==> config.mk <==
export PLATFORM = sky130hd
export DESIGN_NAME = three_key_longpress_repeat_combo_flat
export DESIGN_NICKNAME = d
export VERILOG_FILES = /design/src/hw/rtl/tklrc_pkg.sv /design/src/hw/rtl/tklrc_if.sv /design/src/hw/rtl/tklrc_lane.sv /design/src/hw/rtl/tklrc_merge.sv /design/src/hw/rtl/three_key_longpress_repeat_combo.sv /design/src/flat_wrapper.sv
export SDC_FILE = /design/constraint.sdc
export NUM_CORES = 1
export LEC_CHECK = 0
export CORE_UTILIZATION = 55
export CTS_BUF_LIST = sky130_fd_sc_hd__clkbuf_4 sky130_fd_sc_hd__clkbuf_8
export CTS_CLUSTER_SIZE = 8
export DETAILED_ROUTE_END_ITERATION = 16
export DONT_BUFFER_PORTS = 1
export GPL_TIMING_DRIVEN = 1
export PLACE_DENSITY = 0.81
export SLEW_MARGIN = 20
export SYNTH_ARGS = -nofsm -noshare
export SYNTH_HDL_FRONTEND = slang
export SYNTH_HIERARCHICAL = 1
export SYNTH_SLANG_ARGS = --single-unit
export TNS_END_PERCENT = 10
==> constraint.sdc <==
create_clock -name clock -period 6.8 [get_ports clock]
set_input_delay 0.68 -clock clock [delete_from_list [all_inputs] [get_ports clock]]
set_output_delay 0.68 -clock clock [all_outputs]
set_load 0.1 [all_outputs]
==> src/hw/rtl/tklrc_pkg.sv <==
`default_nettype none

package tklrc_pkg;

   localparam int TIME_WIDTH  = 40;
   localparam int NUM_KEYS    = 3;
   localparam int MAX_RESULTS = NUM_KEYS;
   localparam int QDEPTH      = 6;
   localparam int CNT_W       = $clog2(QDEPTH + 1);
   localparam int IDX_W       = $clog2(QDEPTH);
   localparam int NRES_W      = $clog2(MAX_RESULTS + 1);
   localparam int CSR_ADDR_W  = 5;
   localparam int CSR_DATA_W  = 32;
   localparam int DELTA_W     = 32;
   localparam int CODE_W      = 3;

   typedef logic [CODE_W-1:0] key_code_type;

   localparam key_code_type CODE_DOWN  = 3'd0;
   localparam key_code_type CODE_UP    = 3'd1;
   localparam key_code_type CODE_ENTER = 3'd2;
   localparam key_code_type CODE_S     = 3'd3;
   localparam key_code_type CODE_E     = 3'd4;
   localparam key_code_type CODE_SPACE = 3'd5;

   // register index = paddr[4:2]
   localparam logic [2:0] REG_KEY_ENABLE      = 3'd0;
   localparam logic [2:0] REG_DOWN_ACTIVE_LOW = 3'd1;
   localparam logic [2:0] REG_REPEAT_INTERVAL = 3'd2;
   localparam logic [2:0] REG_LONGPRESS       = 3'd3;
   localparam logic [2:0] REG_RELEASE_GUARD   = 3'd4;

   localparam logic [NUM_KEYS-1:0] RST_KEY_ENABLE      = 3'd7;
   localparam logic                RST_DOWN_ACTIVE_LOW = 1'b0;
   localparam logic [31:0]         RST_REPEAT_INTERVAL = 32'd200000000;
   localparam logic [31:0]         RST_LONGPRESS       = 32'd500000000;
   localparam logic [31:0]         RST_RELEASE_GUARD   = 32'd10000000;

   typedef struct packed {
      logic [31:0] repeat_interval;
      logic [31:0] longpress;
      logic [31:0] release_guard;
   } lane_cfg_type;

   typedef struct packed {
      logic         valid;
      key_code_type code;
   } lane_emit_type;

   typedef struct packed {
      key_code_type code;
      logic         last;
   } rsp_entry_type;

   typedef struct packed {
      logic [CNT_W-1:0] count;
      logic             has_room;
   } queue_status_type;

endpackage

`default_nettype wire

==> src/hw/rtl/tklrc_if.sv <==
`default_nettype none

interface tklrc_req_if;
   import tklrc_pkg::*;
   logic               valid;
   logic               ready;
   logic               down_level;
   logic               up_pressed;
   logic               power_pressed;
   logic [DELTA_W-1:0] elapsed_ns;

   modport source (output valid, down_level, up_pressed, power_pressed, elapsed_ns,
                   input ready);
   modport sink   (input valid, down_level, up_pressed, power_pressed, elapsed_ns,
                   output ready);
endinterface

interface tklrc_rsp_if;
   import tklrc_pkg::*;
   logic         valid;
   logic         ready;
   key_code_type key_code;
   logic         last;

   modport source (output valid, key_code, last, input ready);
   modport sink   (input valid, key_code, last, output ready);
endinterface

`default_nettype wire

==> src/hw/rtl/tklrc_lane.sv <==
`default_nettype none

module tklrc_lane (
   input  wire logic                   clock,
   input  wire logic                   reset,
   input  wire logic                   step,
   input  wire logic                   pressed,
   input  wire logic [31:0]            delta,
   input  wire logic                   is_power,
   input  wire tklrc_pkg::key_code_type own_code,
   input  wire tklrc_pkg::key_code_type long_code,
   input  wire logic                   block_long,
   input  wire tklrc_pkg::lane_cfg_type cfg,
   output tklrc_pkg::lane_emit_type    emit,
   output logic                        down_flag
);
   import tklrc_pkg::*;

   typedef enum logic [1:0] {
      PH_RELEASED,
      PH_PRESSED,
      PH_PENDING
   } phase_type;

   phase_type               phase_ff, phase_in;
   logic [TIME_WIDTH-1:0]   held_ff, held_in;
   logic                    rep_ff, rep_in;
   logic                    long_ff, long_in;
   logic                    flag_ff, flag_in;

   logic [TIME_WIDTH:0]     sum;
   logic [TIME_WIDTH-1:0]   t;
   logic                    ge_repeat, ge_long, ge_guard;

   always_comb begin
      sum = {1'b0, held_ff} + {{(TIME_WIDTH + 1 - DELTA_W){1'b0}}, delta};
      t   = sum[TIME_WIDTH] ? {TIME_WIDTH{1'b1}} : sum[TIME_WIDTH-1:0];
      ge_repeat = t >= {{(TIME_WIDTH - 32){1'b0}}, cfg.repeat_interval};
      ge_long   = t >= {{(TIME_WIDTH - 32){1'b0}}, cfg.longpress};
      ge_guard  = t >= {{(TIME_WIDTH - 32){1'b0}}, cfg.release_guard};

      phase_in   = phase_ff;
      held_in    = t;
      rep_in     = rep_ff;
      long_in    = long_ff;
      flag_in    = pressed;
      emit.valid = 1'b0;
      emit.code  = own_code;

      case (phase_ff)
         PH_PRESSED: begin
            if (pressed) begin
               if (rep_ff && ge_repeat) begin
                  emit.valid = 1'b1;
                  held_in    = '0;
               end else if (!long_ff && ge_long) begin
                  if (is_power) begin
                     emit.valid = 1'b1;
                     emit.code  = long_code;
                  end else if (!block_long) begin
                     // volume key starts autorepeat unless power is held
                     emit.valid = 1'b1;
                     held_in    = '0;
                     rep_in     = 1'b1;
                  end
                  long_in = 1'b1;
               end
            end else begin
               if (!long_ff) begin
                  emit.valid = 1'b1;
                  phase_in   = PH_PENDING;
               end else if (ge_guard) begin
                  held_in  = '0;
                  rep_in   = 1'b0;
                  long_in  = 1'b0;
                  phase_in = PH_RELEASED;
               end
            end
         end
         PH_PENDING: begin
            // always back to released, a press on this tick is dropped
            held_in  = '0;
            rep_in   = 1'b0;
            long_in  = 1'b0;
            phase_in = PH_RELEASED;
         end
         default: begin
            if (pressed) begin
               held_in  = '0;
               phase_in = PH_PRESSED;
            end else begin
               phase_in = PH_RELEASED;
            end
         end
      endcase

      if (!step) begin
         emit.valid = 1'b0;
      end
   end

   always_ff @(posedge clock) begin
      if (reset) begin
         phase_ff <= PH_RELEASED;
         held_ff  <= '0;
         rep_ff   <= 1'b0;
         long_ff  <= 1'b0;
         flag_ff  <= 1'b0;
      end else if (step) begin
         phase_ff <= phase_in;
         held_ff  <= held_in;
         rep_ff   <= rep_in;
         long_ff  <= long_in;
         flag_ff  <= flag_in;
      end
   end

   assign down_flag = flag_ff;

endmodule

`default_nettype wire

==> src/hw/rtl/tklrc_merge.sv <==
`default_nettype none

module tklrc_merge (
   input  wire logic                     clock,
   input  wire logic                     reset,
   input  wire logic                     push,
   input  wire tklrc_pkg::lane_emit_type emit [tklrc_pkg::NUM_KEYS],
   input  wire logic                     pop,
   output tklrc_pkg::rsp_entry_type      head,
   output tklrc_pkg::queue_status_type   status
);
   import tklrc_pkg::*;

   rsp_entry_type    q_ff [QDEPTH];
   rsp_entry_type    q_in [QDEPTH];
   logic [CNT_W-1:0] count_ff, count_in;
   rsp_entry_type    items [MAX_RESULTS];
   logic [NRES_W-1:0] n;
   logic [CNT_W-1:0] base;

   always_comb begin
      n = '0;
      for (int j = 0; j < MAX_RESULTS; j++) begin
         items[j].code = CODE_DOWN;
         items[j].last = 1'b0;
      end
      // pack the lane reports in key order
      for (int k = 0; k < NUM_KEYS; k++) begin
         if (emit[k].valid) begin
            items[n[NRES_W-1:0]].code = emit[k].code;
            n = n + NRES_W'(1);
         end
      end
      for (int j = 0; j < MAX_RESULTS; j++) begin
         items[j].last = (NRES_W'(j) == n - NRES_W'(1));
      end

      base = count_ff - CNT_W'(pop);
      for (int i = 0; i < QDEPTH; i++) begin
         if (pop && i < QDEPTH - 1) begin
            q_in[i] = q_ff[i + 1];
         end else begin
            q_in[i] = q_ff[i];
         end
      end
      if (push) begin
         for (int j = 0; j < MAX_RESULTS; j++) begin
            if (NRES_W'(j) < n) begin
               q_in[IDX_W'(base + CNT_W'(j))] = items[j];
            end
         end
      end
      count_in = base + (push ? CNT_W'(n) : '0);
   end

   always_ff @(posedge clock) begin
      if (reset) begin
         count_ff <= '0;
      end else begin
         count_ff <= count_in;
      end
   end

   always_ff @(posedge clock) begin
      for (int i = 0; i < QDEPTH; i++) begin
         q_ff[i] <= q_in[i];
      end
   end

   assign head            = q_ff[0];
   assign status.count    = count_ff;
   assign status.has_room = count_ff <= CNT_W'(QDEPTH - MAX_RESULTS);

endmodule

`default_nettype wire

==> src/hw/rtl/three_key_longpress_repeat_combo.sv <==
// Three-key long-press / autorepeat / combo detector.
// req: one item per poll tick with the volume down raw level, volume up and
//   power pressed levels, and the nanoseconds since the previous tick.
// rsp: zero to three key reports per tick (key_code 0..5), in key order
//   down, up, power; last marks the final report of a tick. A tick that
//   reports nothing produces no rsp item.
// Timing: the three key lanes update in the accept cycle; reports sit in a
//   6-entry result queue and rsp.valid rises the cycle after the accept.
//   One tick is accepted per cycle while the queue has room for three more
//   reports; sustained throughput is bound by the single rsp port, one
//   report per cycle.
// Receiver stall: reports wait in the queue; req.ready drops once fewer
//   than three slots remain free, no report is lost.
// Config: APB registers at 4*i (key_enable, down_active_low,
//   repeat_interval_ns, longpress_ns, release_guard_ns); write only while
//   idle. pready is always high.
// Reset (synchronous): all keys released, timers and flags cleared, queue
//   empty, registers at their defaults.
`default_nettype none

module three_key_longpress_repeat_combo (
   input  wire logic                             clock,
   input  wire logic                             reset,
   tklrc_req_if.sink                             req,
   tklrc_rsp_if.source                           rsp,
   input  wire logic                             psel,
   input  wire logic                             penable,
   input  wire logic                             pwrite,
   input  wire logic [tklrc_pkg::CSR_ADDR_W-1:0] paddr,
   input  wire logic [tklrc_pkg::CSR_DATA_W-1:0] pwdata,
   output logic      [tklrc_pkg::CSR_DATA_W-1:0] prdata,
   output logic                                  pready
);
   import tklrc_pkg::*;

   logic [NUM_KEYS-1:0] key_enable_ff;
   logic                down_active_low_ff;
   logic [31:0]         repeat_interval_ff;
   logic [31:0]         longpress_ff;
   logic [31:0]         release_guard_ff;

   logic                csr_write;
   logic [2:0]          reg_index;
   lane_cfg_type        lane_cfg;

   logic                accept;
   logic                pop;
   logic [NUM_KEYS-1:0] lvl;
   logic [NUM_KEYS-1:0] flags;
   logic [NUM_KEYS-1:0] now_down;
   logic [NUM_KEYS-1:0] is_power;
   logic [NUM_KEYS-1:0] block_long;
   key_code_type        own_code  [NUM_KEYS];
   key_code_type        long_code [NUM_KEYS];
   lane_emit_type       emit      [NUM_KEYS];
   logic                emit_any;
   rsp_entry_type       head;
   queue_status_type    qstat;

   // ---------------- configuration port ----------------
   assign pready    = 1'b1;
   assign reg_index = paddr[CSR_ADDR_W-1:2];
   assign csr_write = psel && penable && pwrite;

   always_ff @(posedge clock) begin
      if (reset) begin
         key_enable_ff      <= RST_KEY_ENABLE;
         down_active_low_ff <= RST_DOWN_ACTIVE_LOW;
         repeat_interval_ff <= RST_REPEAT_INTERVAL;
         longpress_ff       <= RST_LONGPRESS;
         release_guard_ff   <= RST_RELEASE_GUARD;
      end else if (csr_write) begin
         case (reg_index)
            REG_KEY_ENABLE:      key_enable_ff      <= pwdata[NUM_KEYS-1:0];
            REG_DOWN_ACTIVE_LOW: down_active_low_ff <= pwdata[0];
            REG_REPEAT_INTERVAL: repeat_interval_ff <= pwdata[31:0];
            REG_LONGPRESS:       longpress_ff       <= pwdata[31:0];
            REG_RELEASE_GUARD:   release_guard_ff   <= pwdata[31:0];
            default: ;
         endcase
      end
   end

   always_comb begin
      case (reg_index)
         REG_KEY_ENABLE:      prdata = {{(CSR_DATA_W - NUM_KEYS){1'b0}}, key_enable_ff};
         REG_DOWN_ACTIVE_LOW: prdata = {{(CSR_DATA_W - 1){1'b0}}, down_active_low_ff};
         REG_REPEAT_INTERVAL: prdata = repeat_interval_ff;
         REG_LONGPRESS:       prdata = longpress_ff;
         REG_RELEASE_GUARD:   prdata = release_guard_ff;
         default:             prdata = '0;
      endcase
   end

   assign lane_cfg.repeat_interval = repeat_interval_ff;
   assign lane_cfg.longpress       = longpress_ff;
   assign lane_cfg.release_guard   = release_guard_ff;

   // ---------------- key lanes ----------------
   assign accept = req.valid && req.ready;
   assign lvl    = {req.power_pressed, req.up_pressed,
                    req.down_level ^ down_active_low_ff};

   // a disabled key keeps its old down flag
   assign now_down = (key_enable_ff & lvl) | (~key_enable_ff & flags);

   always_comb begin
      own_code[0]   = CODE_DOWN;
      own_code[1]   = CODE_UP;
      own_code[2]   = CODE_ENTER;
      long_code[0]  = CODE_DOWN;
      long_code[1]  = CODE_UP;
      if (now_down[0]) begin
         long_code[2] = CODE_S;
      end else if (now_down[1]) begin
         long_code[2] = CODE_E;
      end else begin
         long_code[2] = CODE_SPACE;
      end
      is_power      = 3'b100;
      // volume keys see power as it stood after the previous tick
      block_long    = {1'b0, flags[2], flags[2]};
   end

   for (genvar k = 0; k < NUM_KEYS; k++) begin : g_lane
      tklrc_lane u_lane (
         .clock      (clock),
         .reset      (reset),
         .step       (accept && key_enable_ff[k]),
         .pressed    (lvl[k]),
         .delta      (req.elapsed_ns),
         .is_power   (is_power[k]),
         .own_code   (own_code[k]),
         .long_code  (long_code[k]),
         .block_long (block_long[k]),
         .cfg        (lane_cfg),
         .emit       (emit[k]),
         .down_flag  (flags[k])
      );
   end

   assign emit_any = emit[0].valid || emit[1].valid || emit[2].valid;

   // ---------------- merge and result queue ----------------
   assign pop = rsp.valid && rsp.ready;

   tklrc_merge u_merge (
      .clock  (clock),
      .reset  (reset),
      .push   (accept),
      .emit   (emit),
      .pop    (pop),
      .head   (head),
      .status (qstat)
   );

   assign req.ready    = qstat.has_room;
   assign rsp.valid    = qstat.count != '0;
   assign rsp.key_code = head.code;
   assign rsp.last     = head.last;

   // ---------------- checks ----------------
   a_queue_bound : assert property (@(posedge clock) disable iff (reset)
      qstat.count <= CNT_W'(QDEPTH))
      else $error("result queue count beyond depth");

   a_full_has_data : assert property (@(posedge clock) disable iff (reset)
      !req.ready |-> rsp.valid)
      else $error("input stalled with nothing to deliver");

   a_report_shows : assert property (@(posedge clock) disable iff (reset)
      accept && emit_any |=> rsp.valid)
      else $error("reported key did not reach the result port");

   a_pop_only_valid : assert property (@(posedge clock) disable iff (reset)
      pop && qstat.count == CNT_W'(1) && !(accept && emit_any) |=> !rsp.valid)
      else $error("queue did not drain on last pop");

endmodule

`default_nettype wire

==> src/flat_wrapper.sv <==
// flat-port wrapper written by rule: the top's interface ports become plain ports
module three_key_longpress_repeat_combo_flat import tklrc_pkg::*;
  (clock, reset, psel, penable, pwrite, paddr, pwdata, prdata, pready, req_valid, req_down_level, req_up_pressed, req_power_pressed, req_elapsed_ns, req_ready, rsp_valid, rsp_key_code, rsp_last, rsp_ready);
  tklrc_req_if req_i ();
  tklrc_rsp_if rsp_i ();
  input  wire logic clock;
  input  wire logic reset;
  input  wire logic psel;
  input  wire logic penable;
  input  wire logic pwrite;
  input  wire logic [tklrc_pkg::CSR_ADDR_W-1:0] paddr;
  input  wire logic [tklrc_pkg::CSR_DATA_W-1:0] pwdata;
  output logic      [tklrc_pkg::CSR_DATA_W-1:0] prdata;
  output logic pready;
  input wire logic [$bits(req_i.valid)-1:0] req_valid;
  input wire logic [$bits(req_i.down_level)-1:0] req_down_level;
  input wire logic [$bits(req_i.up_pressed)-1:0] req_up_pressed;
  input wire logic [$bits(req_i.power_pressed)-1:0] req_power_pressed;
  input wire logic [$bits(req_i.elapsed_ns)-1:0] req_elapsed_ns;
  output wire logic [$bits(req_i.ready)-1:0] req_ready;
  output wire logic [$bits(rsp_i.valid)-1:0] rsp_valid;
  output wire logic [$bits(rsp_i.key_code)-1:0] rsp_key_code;
  output wire logic [$bits(rsp_i.last)-1:0] rsp_last;
  input wire logic [$bits(rsp_i.ready)-1:0] rsp_ready;
  assign req_i.valid = req_valid;
  assign req_i.down_level = req_down_level;
  assign req_i.up_pressed = req_up_pressed;
  assign req_i.power_pressed = req_power_pressed;
  assign req_i.elapsed_ns = req_elapsed_ns;
  assign req_ready = req_i.ready;
  assign rsp_valid = rsp_i.valid;
  assign rsp_key_code = rsp_i.key_code;
  assign rsp_last = rsp_i.last;
  assign rsp_i.ready = rsp_ready;
  three_key_longpress_repeat_combo u_core (.clock(clock), .reset(reset), .req(req_i), .rsp(rsp_i), .psel(psel), .penable(penable), .pwrite(pwrite), .paddr(paddr), .pwdata(pwdata), .prdata(prdata), .pready(pready));
endmodule
Word level (Yosys, flattened, before mapping). Memories as Yosys holds them, arrays and structs flattened. Index checks and enable logic that the tools add are counted.

Logic and storage cells: 274. Register bits after elaboration: 238. Output and inout bits: 39. Bits in writable memories: 24. Memories kept: 1. Input bits: 79.

Eq/ne operators: 32. Order comparisons: 23. Bitwise gates (word level): 10. Add/subtract/negate cells: 10. Muxes and demuxes: 136. Reductions and logical operators: 41.

Memory list: u_core.u_merge.q_ff (words 6, width 4, read ports 6, clocked after Yosys merged registers in 0, write ports 6, line tklrc_merge.sv:14) `rsp_entry_type q_ff [QDEPTH];`.

Operator list (count): two-way mux 40 bit (22); greater-or-equal comparator 40 x 32 -> 1 bit (9); case mux 40 bit (2 select lines) (3); case mux 32 bit (5 select lines) (1); two-way mux 24 bit (6); adder 40 x 32 -> 41 bit (3); bitwise mux 24 bit (3); two-way mux 4 bit (16); two-way mux 1 bit (47); != test 3 bit (second input constant) (15); demux 4 bit (select 3 bit) (3); bitwise mux 12 bit (2); two-way mux 12 bit (2); two-way mux 2 bit (12); two-way mux 3 bit (8); logical AND 1 bit (18); demux 4 bit (select 2 bit) (2); AND reduction 7 bit (2); greater-or-equal comparator 4 bit (second input constant) (3); less-than comparator 4 x 1 -> 1 bit (second input constant) (3); NOT 3 -> 4 bit (3); case mux 1 bit (2 select lines) (6); case mux 2 bit (2 select lines) (3); AND reduction 4 bit (3); other kinds (33) (57).

Depth between registers and ports, before layout.
Depth in word-level cells: 28. Mapped depth: 34. Mapped depth without buffers: 32.

By module. The synthesis kept the hierarchy.

Modules (own cells, without submodules): tklrc_lane at u_core.g_lane[1].u_lane ... (cells each 842, area an instance 6341.1 sq um, instances 2, seq. area each 900.9 sq um); tklrc_lane at u_core.g_lane[0].u_lane (cells each 907, area an instance 6491.2 sq um, instances 1, seq. area each 900.9 sq um); three_key_longpress_repeat_combo (cells each 569, area an instance 4872.2 sq um, instances 1, seq. area each 2001.9 sq um); tklrc_merge (cells each 297, area an instance 2376.0 sq um, instances 1, seq. area each 580.6 sq um).

Least setup slack after synthesis. OpenSTA, ideal clock, no wires.

Path type: input to register. From: input req_elapsed_ns[0]. To: memory u_core/u_merge/q_ff[5][2] (netlist bit) (data pin). Buffers on the path: 2. Slack: -0.416 ns. Stages: 27. Arrival: 6.955 ns. Data required time: 6.539 ns. Library setup time: 0.261 ns. Cells stage by stage: ha_1 > fa_1 > a211oi_2 > o211ai_1 > o2111ai_1 > a21oi_1 > or2_1 > clkbuf_1 > nor2b_1 > clkbuf_1 > or2_2 > ha_1 > and4_4 > a2111oi_2 > a31oi_1 > a311o_1 > a21oi_1 > a211oi_1 > or3_1 > o31ai_1 > a311oi_1 > inv_1 > ha_1 > and3_1 > nor4_1 > mux2_2 > a221o_1.

RTL lines: start, declared (line flat_wrapper.sv:19) `input wire logic [$bits(req_i.elapsed_ns)-1:0] req_elapsed_ns;`; end, declared (line tklrc_merge.sv:14).

==> results.py <==
metrics = {
    "status": {
        "outcome": "finished clean",
    },
    "global_route": {
        "grt_overflow": 0,
        "grtUsageMet1": 0.5269,
        "busiest_layer": "met2",
        "grt_pass1_vias": 26687,
        "use_met2": 0.5947,
        "grt_start_max_net_pins": 187,
        "grt_pass1_wl_um": 151300,
        "grtUsageTotal": 0.3960,
        "met3_usage": 0.09547,
        "antenna_found_initial": 4,
    },
    "floorplanning": {
        "initial_core_util": 0.5627,
        "rows": 79,
        "core_area_um2": 46950,
        "dieHeight_um": 221.2,
        "die-area_um2": 48920,
        "die_x_um": 221.2,
        "io_pins": 118,
    },
    "logic_synthesis": {
        "synth_area_leaders": "dfxtp_1 20%, ha_1 19%, inv_1 5.1%",
        "async_flop_share": 0,
        "avgSynthCellArea_um2": 7.643,
        "synth_top_area_frac": 0.1955,
        "synth_top_flop_cell": "dfxtp_1",
        "synth_seq_area_share": 0.2000,
        "ys_ff_latch": 262,
        "synth_cell_type_count": 105,
        "synth_edf_count": 4,
        "synth_cells": 3457,
        "synth_area_um2": 26420,
        "yosysTopAreaCell": "dfxtp_1",
        "yosysWarnings": 6,
    },
    "critical_path": {
        "arrival_ns": 7.28,
        "cp.required_ns": 7.35,
        "path_class": "register to register",
        "crit_path_top_delay_cell": "or3_1",
        "max_stage_delay_ns": 0.38,
        "critPathLaunchType": "register",
        "crit_path_frequent_cell": "buf_4",
        "cp_max_fo": 7,
        "r2r_setup_slack_ns": 0.07,
        "end_kind": "register",
    },
    "final_layout": {
        "final_cells": 4554,
        "n_antenna_cell": 0,
        "area_growth_pct": 22.50,
        "nets": 4390,
        "drive_above_1_share": 0.2065,
    },
    "clock_tree": {
        "numCtsBuffers": 51,
        "clock_sinks": 262,
        "cts-root-buf": "clkbuf_8",
        "ctsHoldBuffers": 0,
        "cts_htree_levels": 2,
        "worstSkewPairLatency_ns": 0.67,
        "cts_tree": "done",
        "clk_pin_slew_ns": 0.06,
        "cts_buffer_depth": 3,
    },
    "drt": {
        "ant_nets": 0,
        "routed_wl_um": 101800,
        "vias": 28571,
        "drc": 0,
        "vias_per_cell": 6.274,
        "first_iter_violations": 3284,
        "first_pass_iters": 6,
        "wl_per_cell_um": 22.35,
    },
    "sta": {
        "setup_viol": 0,
        "drv_slew": 0,
        "finalSetupTns_ns": 0,
        "fin_ws_ns": 0.07181,
        "worst_pin_slew_ns": 1.193,
        "min_period_over_period": 0.9894,
        "fin_crit_ns": 6.728,
        "fin_skew_ns": 0.03976,
        "fmax_mhz": 148.6,
        "hold_violations": 0,
        "max-slew-margin-rel": 0.2045,
    },
    "power": {
        "pwr-share-clk": 0.207,
        "p_comb_frac": 0.579,
        "power.switching_uw": 3837,
        "pwr-share-seq": 0.214,
        "internal-power_uw": 5001,
        "ir_drop_mv": 0.2181,
        "switching_share": 0.4341,
        "leakage_uw": 0.01476,
        "power_density_nw_per_um2": 273.1,
        "power_uw": 8838,
    },
    "placement": {
        "dp_hpwl_um": 78980,
        "place_ws_ns": -0.7895,
        "place_congestion": 1.046,
        "io_buffers": 0,
        "dp_cells": 4456,
    },
    "job": {
        "drv_cap": 0,
    },
    "hold_path": {
        "worstHoldPathType": "input pin to register",
    },
}
## layout by cell type, fill, tap and decap left out, types with 16 or more instances in the layout
cell type / synthesis / final
mux2_2: 24 / 22
and3_1: 17 / 16
nor4_1: 27 / 25
a31oi_1: 32 / 30
mux2i_1: 122 / 122
ha_1: 397 / 392
o21a_1: 23 / 23
conb_1: 2 / 30
nand3_1: 51 / 49
inv_1: 360 / 358
dfxtp_1: 258 / 258
nor2b_1: 78 / 76
nand2b_1: 79 / 77
nand2_1: 304 / 302
o21ai_0: 264 / 221
o21ai_2: 2 / 39
nand4_1: 87 / 87
a211oi_1: 56 / 49
nor3_1: 48 / 45
xor2_1: 43 / 43
buf_4: 8 / 505
clkbuf_8: 0 / 59
a21o_1: 56 / 56
xnor2_1: 61 / 61
a21oi_1: 207 / 196
a21oi_2: 6 / 16
nor2_1: 288 / 274
a22o_1: 59 / 59
o211ai_1: 45 / 45
o21ai_1: 35 / 40
## power groups by stage
stage	registers [uW]	logic [uW]	clock network, uW
floorplan	1870	2880	0
detailed placement	1920	4740	0
global placement	1910	4670	0
CTS	1890	4810	1840
global route	1910	5510	1920
finish	1890	5110	1830
## area by class of cell
cell class                      instances  area [um2]
Timing Repair Buffer                  514        3945
Multi-Input combinational cell       2719       19880
Tap cell                              607       759.5
Inverter                              362        1359
Sequential cell                       262        5285
Clock inverter                         16       219.0
Fill cell                            3883       14580
Clock buffer                           74       924.6
## worst max-delay path, delay by kind of cell, from the launching register on
family / cells / cell delay (ns)
fa+ha+maj: 4 / 0.94
mux: 1 / 0.22
flops: 1 / 0.32
buf+inv: 7 / 1.12
simple gates: 9 / 1.89
compound gates: 13 / 2.10
## worst paths after layout
check | to | cells after the start | from
setup / recovery | u_core/u_merge/q_ff[4][1] | 34 | u_core/g_lane[0].u_lane/held_ff[0]
hold / removal | u_core/g_lane[2].u_lane/held_ff[35] | 1 | reset
setup reg to reg | u_core/u_merge/q_ff[4][1] | 34 | u_core/g_lane[0].u_lane/held_ff[0]
hold reg to reg | u_core/g_lane[0].u_lane/held_ff[26] | 2 | u_core/g_lane[0].u_lane/held_ff[26]
## stage by stage
step	util	hold slack (ns)	instance area, um2
floorplan	-	0.4197	26630
global placement	0.6543	0.4326	30720
detailed placement	0.6544	0.4352	30730
CTS	0.6802	0.07053	31940
global route	0.6894	0.08321	32370
finish	0.6894	0.1011	32370
## cells by family after synthesis
family          Yosys count  synth area share
xor+xnor                106           0.03599
mux                     146           0.05645
compound gates          959            0.2375
buf+inv                 505           0.07738
fa+ha+maj               401            0.1910
other cells               2         0.0002842
simple gates           1076            0.2014
flops                   262            0.2000
## synthesized netlist by cell type (11+ instances only)
| cell | n |
|---|---|
| a2111oi_0 | 12 |
| a211oi_1 | 56 |
| a21o_1 | 56 |
| a21oi_1 | 207 |
| a221oi_1 | 13 |
| a22o_1 | 59 |
| a31oi_1 | 32 |
| and2_1 | 13 |
| and3_1 | 17 |
| and4_1 | 11 |
| buf_2 | 31 |
| clkbuf_1 | 87 |
| dfxtp_1 | 258 |
| ha_1 | 397 |
| inv_1 | 360 |
| mux2_2 | 24 |
| mux2i_1 | 122 |
| nand2_1 | 304 |
| nand2b_1 | 79 |
| nand3_1 | 51 |
| nand4_1 | 87 |
| nor2_1 | 288 |
| nor2b_1 | 78 |
| nor3_1 | 48 |
| nor4_1 | 27 |
| o211ai_1 | 45 |
| o21a_1 | 23 |
| o21ai_0 | 264 |
| o21ai_1 | 35 |
| o21bai_1 | 14 |
| o31ai_1 | 11 |
| or2_2 | 12 |
| or3_1 | 15 |
| xnor2_1 | 61 |
| xor2_1 | 43 |
## state kept, by name, summed over array words and instances (netlist names), 6 cells and up
| name | count |
|---|---|
| u_core/g_lane.u_lane/phase_ff | 6 |
| u_core/release_guard_ff | 32 |
| u_core/g_lane.u_lane/held_ff | 120 |
| u_core/u_merge/q_ff | 24 |
| u_core/repeat_interval_ff | 32 |
| u_core/longpress_ff | 32 |
## timing repair
action | in CTS | in global routing
resized for setup | 16 | 91
setup endpoints to repair | 26 | 26
setup buffers | 2 | 5
pin swaps | 12 | 45
gates cloned | 0 | 1
## metal layers
metal	vias to the layer above	wire [um]
li1	13321	-
met1	13449	41980
met3	306	11610
met5	-	31
met2	1489	42360
met4	6	5792
No activity file was read; power rests on OpenSTA's default activity.
